[src/assert_macros.svh]
// Assertion helpers used by ipv4_lpm_route_forwarder.
`ifndef ASSERT_MACROS_SVH
`define ASSERT_MACROS_SVH

// Antecedent implies consequent in the same cycle.
`define ASSERT_IMP(lbl, clk, rst_n, ante, cons, msg) \
	lbl: assert property (@(posedge clk) disable iff (!rst_n) (ante) |-> (cons)) \
		else $error(msg);

// Antecedent implies consequent in the following cycle.
`define ASSERT_NXT(lbl, clk, rst_n, ante, cons, msg) \
	lbl: assert property (@(posedge clk) disable iff (!rst_n) (ante) |=> (cons)) \
		else $error(msg);

`endif

[src/lpmfwd_pkg.sv]
`timescale 1ns / 1ps
package lpmfwd_pkg;

	typedef enum logic [1:0] {
		CMD_ADD  = 2'd0,
		CMD_SEND = 2'd1,
		CMD_RECV = 2'd2,
		CMD_NONE = 2'd3
	} cmd_e;

	typedef enum logic [2:0] {
		ST_ADDED   = 3'd0,
		ST_DUP     = 3'd1,
		ST_FULL    = 3'd2,
		ST_GW      = 3'd3,
		ST_DIRECT  = 3'd4,
		ST_NOROUTE = 3'd5,
		ST_EXPIRED = 3'd6
	} status_e;

	localparam int unsigned ADDR_W = 32;
	localparam int unsigned LEN_W  = 6;
	localparam int unsigned INTF_W = 4;
	localparam logic [LEN_W-1:0] MAX_LEN = LEN_W'(32);

	// Route attributes that a lookup or a duplicate check hands back.
	typedef struct packed {
		logic              direct;
		logic [ADDR_W-1:0] gateway;
		logic [INTF_W-1:0] intf;
	} route_t;

	typedef struct packed {
		logic [ADDR_W-1:0] prefix;
		logic [LEN_W-1:0]  length;
		route_t            route;
	} entry_t;

	typedef struct packed {
		logic   hit;
		route_t route;
	} hit_t;

	function automatic logic [ADDR_W-1:0] len_mask(input logic [LEN_W-1:0] len);
		logic [ADDR_W-1:0] m;
		if (len == '0) begin
			m = '0;
		end else if (len >= MAX_LEN) begin
			m = '1;
		end else begin
			m = ~(ADDR_W'({ADDR_W{1'b1}}) >> len);
		end
		return m;
	endfunction

endpackage

[src/lpmfwd_req_if.sv]
`timescale 1ns / 1ps
interface lpmfwd_req_if;
	logic        valid;
	logic        ready;
	logic [1:0]  command;
	logic [31:0] dest_address;
	logic [5:0]  prefix_len;
	logic        direct_route;
	logic [31:0] gateway_ip;
	logic [3:0]  out_intf;
	logic [7:0]  ttl_in;
	logic [15:0] payload_bytes;

	modport source (
		output valid, command, dest_address, prefix_len, direct_route,
		output gateway_ip, out_intf, ttl_in, payload_bytes,
		input  ready
	);
	modport sink (
		input  valid, command, dest_address, prefix_len, direct_route,
		input  gateway_ip, out_intf, ttl_in, payload_bytes,
		output ready
	);
endinterface

[src/lpmfwd_rsp_if.sv]
`timescale 1ns / 1ps
interface lpmfwd_rsp_if;
	logic        valid;
	logic        ready;
	logic [2:0]  status;
	logic [31:0] hop_addr;
	logic [3:0]  hop_intf;
	logic        hop_intf_valid;
	logic [7:0]  ttl_out;
	logic [14:0] total_words;

	modport source (
		output valid, status, hop_addr, hop_intf, hop_intf_valid,
		output ttl_out, total_words,
		input  ready
	);
	modport sink (
		input  valid, status, hop_addr, hop_intf, hop_intf_valid,
		input  ttl_out, total_words,
		output ready
	);
endinterface

[src/lpmfwd_table.sv]
`timescale 1ns / 1ps
module lpmfwd_table #(
	parameter int unsigned DEPTH = 16,
	parameter int unsigned AW    = 4
) (
	input  logic                clk,
	input  logic                we,
	input  logic [AW-1:0]       waddr,
	input  lpmfwd_pkg::entry_t  wdata,
	input  logic [AW-1:0]       raddr,
	output lpmfwd_pkg::entry_t  rdata
);

	lpmfwd_pkg::entry_t mem [DEPTH];
	lpmfwd_pkg::entry_t rdata_q;

	always_ff @(posedge clk) begin
		if (we) begin
			mem[waddr] <= wdata;
		end
		rdata_q <= mem[raddr];
	end

	assign rdata = rdata_q;

endmodule

[src/lpmfwd_match.sv]
`timescale 1ns / 1ps
module lpmfwd_match #(
	parameter int unsigned AW = 4
) (
	input  logic                                clk,
	input  logic                                arst_n,
	input  logic                                clr,
	input  logic                                is_add,
	input  logic [lpmfwd_pkg::ADDR_W-1:0]       key,
	input  logic [lpmfwd_pkg::LEN_W-1:0]        add_len,
	input  logic                                ent_vld,
	input  logic [AW-1:0]                       ent_idx,
	input  lpmfwd_pkg::entry_t                  ent,
	output lpmfwd_pkg::hit_t                    lookup,
	output lpmfwd_pkg::hit_t                    same,
	output logic [AW-1:0]                       same_idx
);

	lpmfwd_pkg::hit_t                   best_q;
	lpmfwd_pkg::hit_t                   dflt_q;
	lpmfwd_pkg::hit_t                   same_q;
	logic [lpmfwd_pkg::LEN_W-1:0]       best_len_q;
	logic [AW-1:0]                      same_idx_q;
	logic [lpmfwd_pkg::ADDR_W-1:0]      mask;
	logic                               eq;

	// One comparator serves both uses: an add compares exact prefixes, a lookup
	// compares the destination under the entry's mask. A zero-length entry then
	// matches only when its prefix is zero, which is the default route.
	assign mask = is_add ? '1 : lpmfwd_pkg::len_mask(ent.length);
	assign eq   = ((key & mask) == ent.prefix);

	always_ff @(posedge clk or negedge arst_n) begin
		if (!arst_n) begin
			best_q     <= '0;
			dflt_q     <= '0;
			same_q     <= '0;
			best_len_q <= '0;
			same_idx_q <= '0;
		end else if (clr) begin
			best_q.hit <= 1'b0;
			dflt_q.hit <= 1'b0;
			same_q.hit <= 1'b0;
			best_len_q <= '0;
		end else if (ent_vld) begin
			if (is_add) begin
				if (!same_q.hit && eq && ent.length == add_len) begin
					same_q.hit   <= 1'b1;
					same_q.route <= ent.route;
					same_idx_q   <= ent_idx;
				end
			end else if (eq && ent.length == '0) begin
				if (!dflt_q.hit) begin
					dflt_q.hit   <= 1'b1;
					dflt_q.route <= ent.route;
				end
			end else if (eq && ent.length > best_len_q) begin
				best_q.hit   <= 1'b1;
				best_q.route <= ent.route;
				best_len_q   <= ent.length;
			end
		end
	end

	assign lookup   = best_q.hit ? best_q : dflt_q;
	assign same     = same_q;
	assign same_idx = same_idx_q;

endmodule

[src/ipv4_lpm_route_forwarder.sv]
`timescale 1ns / 1ps
// Channel  Direction  Contents
// req      in         command, address, route fields, TTL, payload size
// rsp      out        status, next hop, interface, TTL, length in words
//
// Each request is accepted in S_IDLE; S_SCAN then issues one read per installed
// route through the single table read port, and closes once the last read has
// left the table's read register; S_DONE then posts the result.
// arst_n clears the route count, so the table reads as empty after reset.
// The result waits in an output register; a stalled rsp holds the block in S_DONE,
// and req is accepted only between requests.
`include "assert_macros.svh"
module ipv4_lpm_route_forwarder #(
	parameter int unsigned TABLE_DEPTH  = 16,
	parameter int unsigned INTF_COUNT   = 16,
	parameter int unsigned HEADER_WORDS = 5
) (
	input  logic                clk,
	input  logic                arst_n,
	lpmfwd_req_if.sink          req,
	lpmfwd_rsp_if.source        rsp
);

	localparam int unsigned CW = $clog2(TABLE_DEPTH + 1);
	localparam int unsigned AW = (TABLE_DEPTH > 1) ? $clog2(TABLE_DEPTH) : 1;

	typedef enum logic [2:0] {
		S_IDLE = 3'b001,
		S_SCAN = 3'b010,
		S_DONE = 3'b100
	} state_t;

	state_t                 state_q;
	logic [CW-1:0]          count_q;
	logic [CW-1:0]          addr_q;
	logic                   rvalid_s1;
	logic [AW-1:0]          ridx_s1;
	logic                   issue;
	logic                   accept;
	logic                   post;

	lpmfwd_pkg::cmd_e       cmd_q;
	logic [31:0]            dest_q;
	logic [31:0]            prefix_q;
	logic [5:0]             plen_q;
	lpmfwd_pkg::route_t     route_q;
	logic [7:0]             ttl_q;
	logic [15:0]            pay_q;

	logic [5:0]             plen_c;
	logic [3:0]             intf_c;

	lpmfwd_pkg::entry_t     rd_ent;
	lpmfwd_pkg::entry_t     wr_ent;
	lpmfwd_pkg::hit_t       lk;
	lpmfwd_pkg::hit_t       same;
	logic [AW-1:0]          same_idx;
	logic                   mem_we;
	logic [AW-1:0]          mem_waddr;

	logic                   rsp_valid_q;
	lpmfwd_pkg::status_e    status_q;
	logic [31:0]            nh_q;
	logic [3:0]             hi_q;
	logic                   hv_q;
	logic [7:0]             tout_q;
	logic [14:0]            words_q;

	lpmfwd_pkg::status_e    status_d;
	logic [31:0]            nh_d;
	logic [3:0]             hi_d;
	logic                   hv_d;
	logic [7:0]             tout_d;
	logic [14:0]            words_d;
	logic                   grow;

	assign req.ready = (state_q == S_IDLE);
	assign accept    = req.valid && req.ready;
	assign issue     = (state_q == S_SCAN) && (addr_q < count_q);
	assign post      = (state_q == S_DONE) && (!rsp_valid_q || rsp.ready);

	assign plen_c = (req.prefix_len > lpmfwd_pkg::MAX_LEN) ? lpmfwd_pkg::MAX_LEN
		: req.prefix_len;
	assign intf_c = (32'(req.out_intf) >= INTF_COUNT) ? 4'(INTF_COUNT - 1) : req.out_intf;

	always_ff @(posedge clk or negedge arst_n) begin
		if (!arst_n) begin
			state_q     <= S_IDLE;
			count_q     <= '0;
			addr_q      <= '0;
			rvalid_s1   <= 1'b0;
			rsp_valid_q <= 1'b0;
		end else begin
			rvalid_s1 <= issue;
			if (post) begin
				rsp_valid_q <= 1'b1;
			end else if (rsp_valid_q && rsp.ready) begin
				rsp_valid_q <= 1'b0;
			end
			unique case (state_q)
				S_IDLE: begin
					addr_q <= '0;
					if (accept) begin
						state_q <= S_SCAN;
					end
				end
				S_SCAN: begin
					if (issue) begin
						addr_q <= addr_q + 1'b1;
					end else if (!rvalid_s1) begin
						state_q <= S_DONE;
					end
				end
				S_DONE: begin
					if (post) begin
						if (grow) begin
							count_q <= count_q + 1'b1;
						end
						state_q <= S_IDLE;
					end
				end
				default: begin
					state_q <= S_IDLE;
				end
			endcase
		end
	end

	always_ff @(posedge clk) begin
		ridx_s1 <= addr_q[AW-1:0];
		if (accept) begin
			cmd_q    <= lpmfwd_pkg::cmd_e'(req.command);
			dest_q   <= req.dest_address;
			prefix_q <= req.dest_address & lpmfwd_pkg::len_mask(plen_c);
			plen_q   <= plen_c;
			route_q.direct  <= req.direct_route;
			route_q.gateway <= req.direct_route ? '0 : req.gateway_ip;
			route_q.intf    <= req.direct_route ? '0 : intf_c;
			ttl_q    <= req.ttl_in;
			pay_q    <= req.payload_bytes;
		end
		if (post) begin
			status_q <= status_d;
			nh_q     <= nh_d;
			hi_q     <= hi_d;
			hv_q     <= hv_d;
			tout_q   <= tout_d;
			words_q  <= words_d;
		end
	end

	lpmfwd_table #(
		.DEPTH(TABLE_DEPTH),
		.AW   (AW)
	) u_table (
		.clk  (clk),
		.we   (mem_we),
		.waddr(mem_waddr),
		.wdata(wr_ent),
		.raddr(addr_q[AW-1:0]),
		.rdata(rd_ent)
	);

	lpmfwd_match #(
		.AW(AW)
	) u_match (
		.clk     (clk),
		.arst_n  (arst_n),
		.clr     (accept),
		.is_add  (cmd_q == lpmfwd_pkg::CMD_ADD),
		.key     ((cmd_q == lpmfwd_pkg::CMD_ADD) ? prefix_q : dest_q),
		.add_len (plen_q),
		.ent_vld (rvalid_s1),
		.ent_idx (ridx_s1),
		.ent     (rd_ent),
		.lookup  (lk),
		.same    (same),
		.same_idx(same_idx)
	);

	assign wr_ent.prefix = prefix_q;
	assign wr_ent.length = plen_q;
	assign wr_ent.route  = route_q;

	// Result and table update for the request at the end of its scan.
	always_comb begin
		status_d  = lpmfwd_pkg::ST_NOROUTE;
		nh_d      = '0;
		hi_d      = '0;
		hv_d      = 1'b0;
		tout_d    = '0;
		words_d   = '0;
		grow      = 1'b0;
		mem_we    = 1'b0;
		mem_waddr = same.hit ? same_idx : count_q[AW-1:0];
		case (cmd_q)
			lpmfwd_pkg::CMD_ADD: begin
				if (same.hit && same.route == route_q) begin
					status_d = lpmfwd_pkg::ST_DUP;
				end else if (!same.hit && count_q == CW'(TABLE_DEPTH)) begin
					status_d = lpmfwd_pkg::ST_FULL;
				end else begin
					status_d = lpmfwd_pkg::ST_ADDED;
					mem_we   = post;
					grow     = !same.hit;
				end
			end
			lpmfwd_pkg::CMD_SEND: begin
				words_d = 15'(HEADER_WORDS) + 15'(pay_q[15:2]) + 15'(|pay_q[1:0]);
				if (lk.hit) begin
					if (lk.route.direct) begin
						status_d = lpmfwd_pkg::ST_DIRECT;
						nh_d     = dest_q;
					end else begin
						status_d = lpmfwd_pkg::ST_GW;
						nh_d     = lk.route.gateway;
						hi_d     = lk.route.intf;
						hv_d     = 1'b1;
					end
				end
			end
			lpmfwd_pkg::CMD_RECV: begin
				if (lk.hit) begin
					if (lk.route.direct) begin
						status_d = lpmfwd_pkg::ST_DIRECT;
						tout_d   = ttl_q;
					end else if (ttl_q <= 8'd1) begin
						status_d = lpmfwd_pkg::ST_EXPIRED;
					end else begin
						status_d = lpmfwd_pkg::ST_GW;
						nh_d     = lk.route.gateway;
						hi_d     = lk.route.intf;
						hv_d     = 1'b1;
						tout_d   = ttl_q - 8'd1;
					end
				end
			end
			default: begin
				status_d = lpmfwd_pkg::ST_NOROUTE;
			end
		endcase
	end

	assign rsp.valid          = rsp_valid_q;
	assign rsp.status         = status_q;
	assign rsp.hop_addr       = nh_q;
	assign rsp.hop_intf       = hi_q;
	assign rsp.hop_intf_valid = hv_q;
	assign rsp.ttl_out        = tout_q;
	assign rsp.total_words    = words_q;

	`ASSERT_IMP(a_count_bound, clk, arst_n, 1'b1, count_q <= CW'(TABLE_DEPTH),
		"route count past table depth")
	`ASSERT_IMP(a_write_add, clk, arst_n, mem_we,
		(state_q == S_DONE) && (cmd_q == lpmfwd_pkg::CMD_ADD), "table written outside an add")
	`ASSERT_NXT(a_accept_scan, clk, arst_n, accept, state_q == S_SCAN,
		"accepted request did not start a scan")
	`ASSERT_IMP(a_scan_addr, clk, arst_n, state_q == S_SCAN, addr_q <= count_q,
		"scan address past the route count")

endmodule

[src/flat_wrapper.sv]
// flat-port wrapper written by rule: the top's interface ports become plain ports
module ipv4_lpm_route_forwarder_flat 
#(
	parameter int unsigned TABLE_DEPTH  = 16,
	parameter int unsigned INTF_COUNT   = 16,
	parameter int unsigned HEADER_WORDS = 5
)
  (clk, arst_n, req_valid, req_command, req_dest_address, req_prefix_len, req_direct_route, req_gateway_ip, req_out_intf, req_ttl_in, req_payload_bytes, req_ready, rsp_valid, rsp_status, rsp_hop_addr, rsp_hop_intf, rsp_hop_intf_valid, rsp_ttl_out, rsp_total_words, rsp_ready);
  lpmfwd_req_if req_i ();
  lpmfwd_rsp_if rsp_i ();
  input  logic clk;
  input  logic arst_n;
  input wire logic [$bits(req_i.valid)-1:0] req_valid;
  input wire logic [$bits(req_i.command)-1:0] req_command;
  input wire logic [$bits(req_i.dest_address)-1:0] req_dest_address;
  input wire logic [$bits(req_i.prefix_len)-1:0] req_prefix_len;
  input wire logic [$bits(req_i.direct_route)-1:0] req_direct_route;
  input wire logic [$bits(req_i.gateway_ip)-1:0] req_gateway_ip;
  input wire logic [$bits(req_i.out_intf)-1:0] req_out_intf;
  input wire logic [$bits(req_i.ttl_in)-1:0] req_ttl_in;
  input wire logic [$bits(req_i.payload_bytes)-1:0] req_payload_bytes;
  output wire logic [$bits(req_i.ready)-1:0] req_ready;
  output wire logic [$bits(rsp_i.valid)-1:0] rsp_valid;
  output wire logic [$bits(rsp_i.status)-1:0] rsp_status;
  output wire logic [$bits(rsp_i.hop_addr)-1:0] rsp_hop_addr;
  output wire logic [$bits(rsp_i.hop_intf)-1:0] rsp_hop_intf;
  output wire logic [$bits(rsp_i.hop_intf_valid)-1:0] rsp_hop_intf_valid;
  output wire logic [$bits(rsp_i.ttl_out)-1:0] rsp_ttl_out;
  output wire logic [$bits(rsp_i.total_words)-1:0] rsp_total_words;
  input wire logic [$bits(rsp_i.ready)-1:0] rsp_ready;
  assign req_i.valid = req_valid;
  assign req_i.command = req_command;
  assign req_i.dest_address = req_dest_address;
  assign req_i.prefix_len = req_prefix_len;
  assign req_i.direct_route = req_direct_route;
  assign req_i.gateway_ip = req_gateway_ip;
  assign req_i.out_intf = req_out_intf;
  assign req_i.ttl_in = req_ttl_in;
  assign req_i.payload_bytes = req_payload_bytes;
  assign req_ready = req_i.ready;
  assign rsp_valid = rsp_i.valid;
  assign rsp_status = rsp_i.status;
  assign rsp_hop_addr = rsp_i.hop_addr;
  assign rsp_hop_intf = rsp_i.hop_intf;
  assign rsp_hop_intf_valid = rsp_i.hop_intf_valid;
  assign rsp_ttl_out = rsp_i.ttl_out;
  assign rsp_total_words = rsp_i.total_words;
  assign rsp_i.ready = rsp_ready;
  ipv4_lpm_route_forwarder #(.TABLE_DEPTH(TABLE_DEPTH), .INTF_COUNT(INTF_COUNT), .HEADER_WORDS(HEADER_WORDS)) u_core (.clk(clk), .arst_n(arst_n), .req(req_i), .rsp(rsp_i));
endmodule
[config.mk]
export PLATFORM = sky130hd
export DESIGN_NAME = ipv4_lpm_route_forwarder_flat
export DESIGN_NICKNAME = d
export VERILOG_FILES = /design/src/lpmfwd_pkg.sv /design/src/lpmfwd_req_if.sv /design/src/lpmfwd_rsp_if.sv /design/src/lpmfwd_table.sv /design/src/lpmfwd_match.sv /design/src/ipv4_lpm_route_forwarder.sv /design/src/flat_wrapper.sv
export VERILOG_INCLUDE_DIRS = /design/src /design/src/src
export SDC_FILE = /design/constraint.sdc
export NUM_CORES = 2
export LEC_CHECK = 0
export ABC_AREA = 1
export BUFFER_PORTS_ARGS = -buffer_cell sky130_fd_sc_hd__clkbuf_2
export CORE_MARGIN = 5
export CORE_UTILIZATION = 55
export CTS_CLUSTER_SIZE = 12
export DETAILED_ROUTE_END_ITERATION = 6
export PLACE_DENSITY = 0.8
export SYNTH_ARGS = -nofsm -noshare
export SYNTH_HDL_FRONTEND = slang
export SYNTH_SLANG_ARGS = --single-unit
[constraint.sdc]
create_clock -name clk -period 7.3 [get_ports clk]
set_input_delay 0.73 -clock clk [delete_from_list [all_inputs] [get_ports clk]]
set_output_delay 0.73 -clock clk [all_outputs]
set_load 0.02 [all_outputs]
* Yosys cells after proc, flatten, opt, wreduce, memory -nomap -nowiden
Memory sizes are Yosys's and may differ from the RTL's. A register that Yosys moved wholly into a read port is not among the register bits.
Cells that the tools add are included.
Widths: inputs -> output; s select.
** Storage, ports and cells
- Register bits :: 339
- Memory bits (writable) :: 1200
- Input port bits :: 105
- Output and inout bits :: 65
- Logic and storage cells :: 181
- Memories kept :: 1
** Operators by class
- Add/subtract/negate cells :: 5
- Magnitude comparators :: 6
- Equal/unequal tests :: 16
- Shifts and indexed selects :: 2
- Mux-type cells :: 74
- Bitwise gates (word level) :: 8
- Reduce and logical (&&, ||, !) cells :: 34
** Memory list
- u_core.u_table.mem :: words 16, width 75, rd ports 1, clocked after Yosys merged registers in 1, write ports 1, RTL line lpmfwd_table.sv:14 : lpmfwd_pkg::entry_t mem [DEPTH];
** Operators by type and width (number)
- $mux 38 :: 11
- $mux 32 :: 12
- $and 32x32->32 :: 2
- $not 32->32 :: 2
- $pmux 32 s2 :: 1
- $shr 32x6->32 const A :: 2
- $eq 37x37->1 :: 1
- $mux 37 :: 1
- $mux 6 :: 6
- $eq 32x32->1 :: 1
- $mux 3 :: 10
- $mux 4 :: 6
- $mux 1 :: 18
- $pmux 3 s3 :: 2
- $mux 8 :: 2
- $add 15x1->15 :: 1
- $add 3x14->15 const A :: 1
- $reduce_bool 2->1 :: 7
- $ge 6x6->1 const B :: 2
- $logic_not 6->1 :: 2
- $reduce_and 4->1 :: 3
- $add 5x1->5 const B :: 2
- $logic_and 1x1->1 :: 10
- $pmux 5 s2 :: 1
- other kinds (26) :: 39

* Longest topological paths before layout
- Depth after elaboration :: 13
- Mapped depth :: 21
- Depth with buffers taken out :: 19

* Cells and area by module
From an unflattened synthesis, not the netlist that was laid out.
** Unflattened totals
- Cells, all modules :: 6832
- Area, all modules :: 69902.0 um2
** By module, submodules not included
- lpmfwd_table :: instances 1, cells each 4929, area an instance 53113.4 um2, seq. area each 37536.0 um2
- ipv4_lpm_route_forwarder :: instances 1, cells each 924, area an instance 9872.0 um2, seq. area each 6342.3 um2
- lpmfwd_match :: instances 1, cells each 979, area an instance 6916.6 um2, seq. area each 3103.0 um2

* Worst setup path after synthesis
OpenSTA, ideal clock, no wires.
- Path type :: register to register
- Start point :: reg u_core.state_q[0]
- End point :: reg u_core.u_match.same_q, in the netlist u_core.u_match.same[37]
- Library setup time :: 320 ps
- Data arrival time :: 6829 ps
- Slack :: 151 ps
- Cell stages (with the launch flop) :: 11
- Buffers on the path :: 1
- Period minus slack after synthesis :: 7149 ps
- Path through :: dfstp_2 > inv_1 > nor3_1 > inv_1 > nor2_2 > clkinv_1 > nand4_1 > nor4_2 > nand2_1 > buf_2 > o21ai_0
** Between the ends
- Longest elaborated chain between the ends :: 4
- Elaborated cells on any way between the ends :: 7
- Those cells by class :: 1 x eq/ne; 1 x mux; 5 x reduce/logical
** RTL lines
- from (decl) :: RTL line ipv4_lpm_route_forwarder.sv:33 : state_t state_q;
- from (signal assigned) :: RTL line ipv4_lpm_route_forwarder.sv:88 : state_q <= S_IDLE;
- from (signal assigned) :: RTL line ipv4_lpm_route_forwarder.sv:104 : state_q <= S_SCAN;
- from (signal assigned) :: RTL line ipv4_lpm_route_forwarder.sv:111 : state_q <= S_DONE;
- $eq 3x1->1 * :: RTL line ipv4_lpm_route_forwarder.sv:77 : assign req.ready = (state_q == S_IDLE);
- net req_ready :: RTL line flat_wrapper.sv:22 : output wire logic [$bits(req_i.ready)-1:0] req_ready;
- $logic_and 1x1->1 * :: RTL line ipv4_lpm_route_forwarder.sv:78 : assign accept = req.valid && req.ready;
- net u_core.accept :: RTL line ipv4_lpm_route_forwarder.sv:39 : logic accept;
- $reduce_bool 2->1 (no line)
- $reduce_and 3->1 (no line)
- to (decl) :: RTL line lpmfwd_match.sv:21 : lpmfwd_pkg::hit_t same_q;
Mark *: on every way through the listed nets, which the timed path passes. The rest lies on a longest branch.
A chain may end at the register's enable or synchronous reset.

* Final worst setup path
- Start point :: reg u_core.cmd_q[1]
- End point :: mem u_core.u_table.mem[14][51] (netlist name) (enable)
** Between the ends
- Longest elaborated chain between the ends :: 4
** RTL lines
- from (decl) :: RTL line ipv4_lpm_route_forwarder.sv:42 : lpmfwd_pkg::cmd_e cmd_q;
- from (signal assigned) :: RTL line ipv4_lpm_route_forwarder.sv:132 : cmd_q <= lpmfwd_pkg::cmd_e'(req.command);
- $logic_not 2->1 :: RTL line ipv4_lpm_route_forwarder.sv:196 : case (cmd_q)
- $mux 1 :: RTL line ipv4_lpm_route_forwarder.sv:196
- $mux 1 :: RTL line lpmfwd_table.sv:18 : if (we) begin
- $mux 1 (not written as such) :: RTL line lpmfwd_table.sv:19 : mem[waddr] <= wdata;
- to (decl) :: RTL line lpmfwd_table.sv:14
No other way between the ends.

==> metrics <==
status complete, but fails checks; violated checks design-rule violations; crit path DAT 4.81 ns; Reg power frac 0.512; Hold Crit Class input port to asynchronous set/reset pin; Tcrit/Tclk final 0.604; GRT Util Overall 0.276; share of layout cells above drive strength 1 0.0868; CTS Buf Count 156; Mean Syn Cell Area 12.2 um^2; H-Tree Depth 4; Total Power 0.0231 W; post-CTS setup buffer count 0; commonest cells after routing, fill and taps aside edfxtp_1 (1,396), nand2_1 (812), nor2_1 (729); DIE AREA 123,000 um^2; Routed wire per std cell 24.9 um; routability cong. 0.963; Max Slew Vio Count 0; post-synthesis sequential area ratio 0.733; unrepaired setup endpoints after global routing false; DRC Markers 3; Setup TNS 0 ns; grt total ovfl 0; register area 47,000 um^2; ys flop type edfxtp_1; vias in the first global route 42,300; synth unique cells 41; Final Critical Period 4.41 ns; routed vias/inst 6.32; Post-Synthesis Cells 5,269; die height 351 um; IO Port Bufs 169; Worst EP required 7.70 ns; Leakage 25.2 nW; Max Clk Rate 0.227 GHz; final-layout fill cell count 8,342; kind of critical path flop to flop; Max Fanout on Critical Path 47; Die W 351 um; Core Box Area 116,000 um^2; Internal 0.0160 W; I/O Pins 170; #FFs+latches synth 1,614; Power Density 326 nW/um^2; setup violators final 0; first-pass GRT wire length 258,000 um; mapped cell area 64,100 um^2; drt first pass iters 7; Net Switching 0.00709 W; most common cell after layout, fill and taps aside edfxtp_1; Max Buffers Root-to-Sink 3; Async SR Flop Fraction 0.0861; Slew @ Worst Pin 1.37 ns; Initial Util 0.553; slew margin rel. 0.0836; maximum VDD drop 317 uV; Clock Latency Late Sink 0.76 ns; vias post-DR 44,200; # nets final 5,470; Worst Setup Start Kind flop; synth warn 0; max_cap viols 0; CTS resizes 0; area grow syn2layout 10.7%; footprint of the multi-input gates 15,200 um^2; Final Core Density 0.612; largest net degree at the start of global routing 235; Net Sw Frac 0.307; Logic pwr share 0.167; Final Hold Fails 0; hold buffer count at cts 0; Clock Power Share 0.321; CTS tree built; number of antenna violations at the first check in global routing 18; Clock Skew 0.0379 ns; EDFF count, synth 1,396; Net Count, Synth 5,395; Root Buffer clkbuf_16; kind of end point of the critical path flop; Sinks on Clock Net 1,614; Cell Rows 125; final WL 174,000 um; Detail Placement HPWL 99,200 um; DR iter-0 viols 6,817; clock slew at reported path FFs 0.06 ns; Post-DRT Antenna Nets 0
## critical path, cell delays in order (launching register included)
cell and delay, ns:
edfxtp_1 0.42, inv_1 0.12, ha_2 0.18, buf_4 0.48
inv_1 0.15, nor4_1 0.61, nand3_1 0.49, nor2_4 1.08
buf_4 0.49
## through the flow
stage	setup WS [ns]	hold WS [ns]	cells	cell area, um^2
2_1_floorplan	0.151	0.372	5269	64100
3_3_place_gp	3.12	0.437	6710	66300
3_5_place_dp	3.00	0.449	6710	66300
4_1_cts	2.95	0.0123	6994	70900
5_1_grt	2.78	0.0471	6994	70900
6_report	2.89	0.0166	6998	70900
## power by group through the flow
stage / clock network (W) / logic [W] / registers, W
2_1_floorplan: 0 / 0.00254 / 0.0114
3_3_place_gp: 0 / 0.00360 / 0.0119
3_5_place_dp: 0 / 0.00374 / 0.0119
4_1_cts: 0.00744 / 0.00378 / 0.0118
5_1_grt: 0.00786 / 0.00421 / 0.0118
6_report: 0.00740 / 0.00386 / 0.0118
## layout make-up
cell class              count  area share
flip-flops and latches   1614       0.663
multi-input cells        3126       0.214
clock buffers             266      0.0626
well taps                1524      0.0269
repair buffers            245      0.0209
inverters                 201      0.0109
clock inverters            18     0.00182
diodes                      4    0.000141
## logic make-up (layout without fill, tap and decap cells)
family	Yosys count	after routing	share of synthesized area
and+or+nand+nor	1998	1998	0.129
DFF	1614	1614	0.733
AOI/OAI and AO/OA	1079	1079	0.0971
buffers and inverters	529	730	0.0327
xor gates and xnor gates	28	28	0.00383
adders and majority gates	21	21	0.00410
other	0	4	0
## sequential cells by signal (all words and copies together) (netlist names), 8 cells and up
signal	cells
u_core.u_match.best_q	38
u_core.route_q	37
u_core.ttl_q	8
u_core.u_match.dflt_q	38
u_core.rsp.ttl_out	8
u_core.pay_q	16
u_core.prefix_q	32
u_core.rsp.hop_addr	32
u_core.u_table.mem	1200
u_core.u_table.rdata	75
u_core.dest_q	32
u_core.u_match.same	38
u_core.rsp.total_words	15
## path summary, 6_finish.rpt
kind / start / to / slack, ns / depth (start not counted)
max: u_core.cmd_q[1] / u_core.u_table.mem[14][51] / 2.89 / 8
min: arst_n / u_core.u_match.best_q[24] / 0.02 / 1
max reg2reg: u_core.cmd_q[1] / u_core.u_table.mem[14][51] / 2.89 / 8
min reg2reg: u_core.ridx_s1[0] / u_core.u_match.same_idx[0] / 0.45 / 2
max in group asynchronous: arst_n / u_core.addr_q[2] / 5.80 / 2
min in group clk: req_payload_bytes[3] / u_core.pay_q[3] / 0.14 / 1
## cells in the mapped netlist (9+ instances only)
cell / instances / share of area
clkbuf_1: 266 / 0.016
inv_1: 196 / 0.011
buf_2: 27 / 0.0021
nand3_1: 294 / 0.023
a21oi_1: 70 / 0.0055
nand3b_1: 11 / 0.0013
edfxtp_1: 1396 / 0.65
nor2_1: 749 / 0.044
xor2_1: 10 / 0.0014
o211ai_1: 32 / 0.0037
o221ai_1: 120 / 0.016
buf_6: 9 / 0.0016
xnor2_1: 18 / 0.0025
a21boi_0: 10 / 0.0012
dfxtp_1: 79 / 0.025
o22ai_1: 189 / 0.018
dfrtp_1: 138 / 0.054
nand2_1: 812 / 0.048
nand4_1: 97 / 0.0095
ha_1: 21 / 0.0041
buf_1: 24 / 0.0014
o21ai_0: 646 / 0.050
## layer usage
| layer | up-vias | GRT usage | wire length [um] |
|---|---|---|---|
| li1 | 19100 | - | - |
| met1 | 21400 | 0.373 | 62700 |
| met2 | 3127 | 0.427 | 79900 |
| met3 | 500 | 0.0761 | 23800 |
| met4 | 22 | 0.119 | 7540 |
| met5 | - | 0 | 138 |
Power figures use the tool's default switching activity.
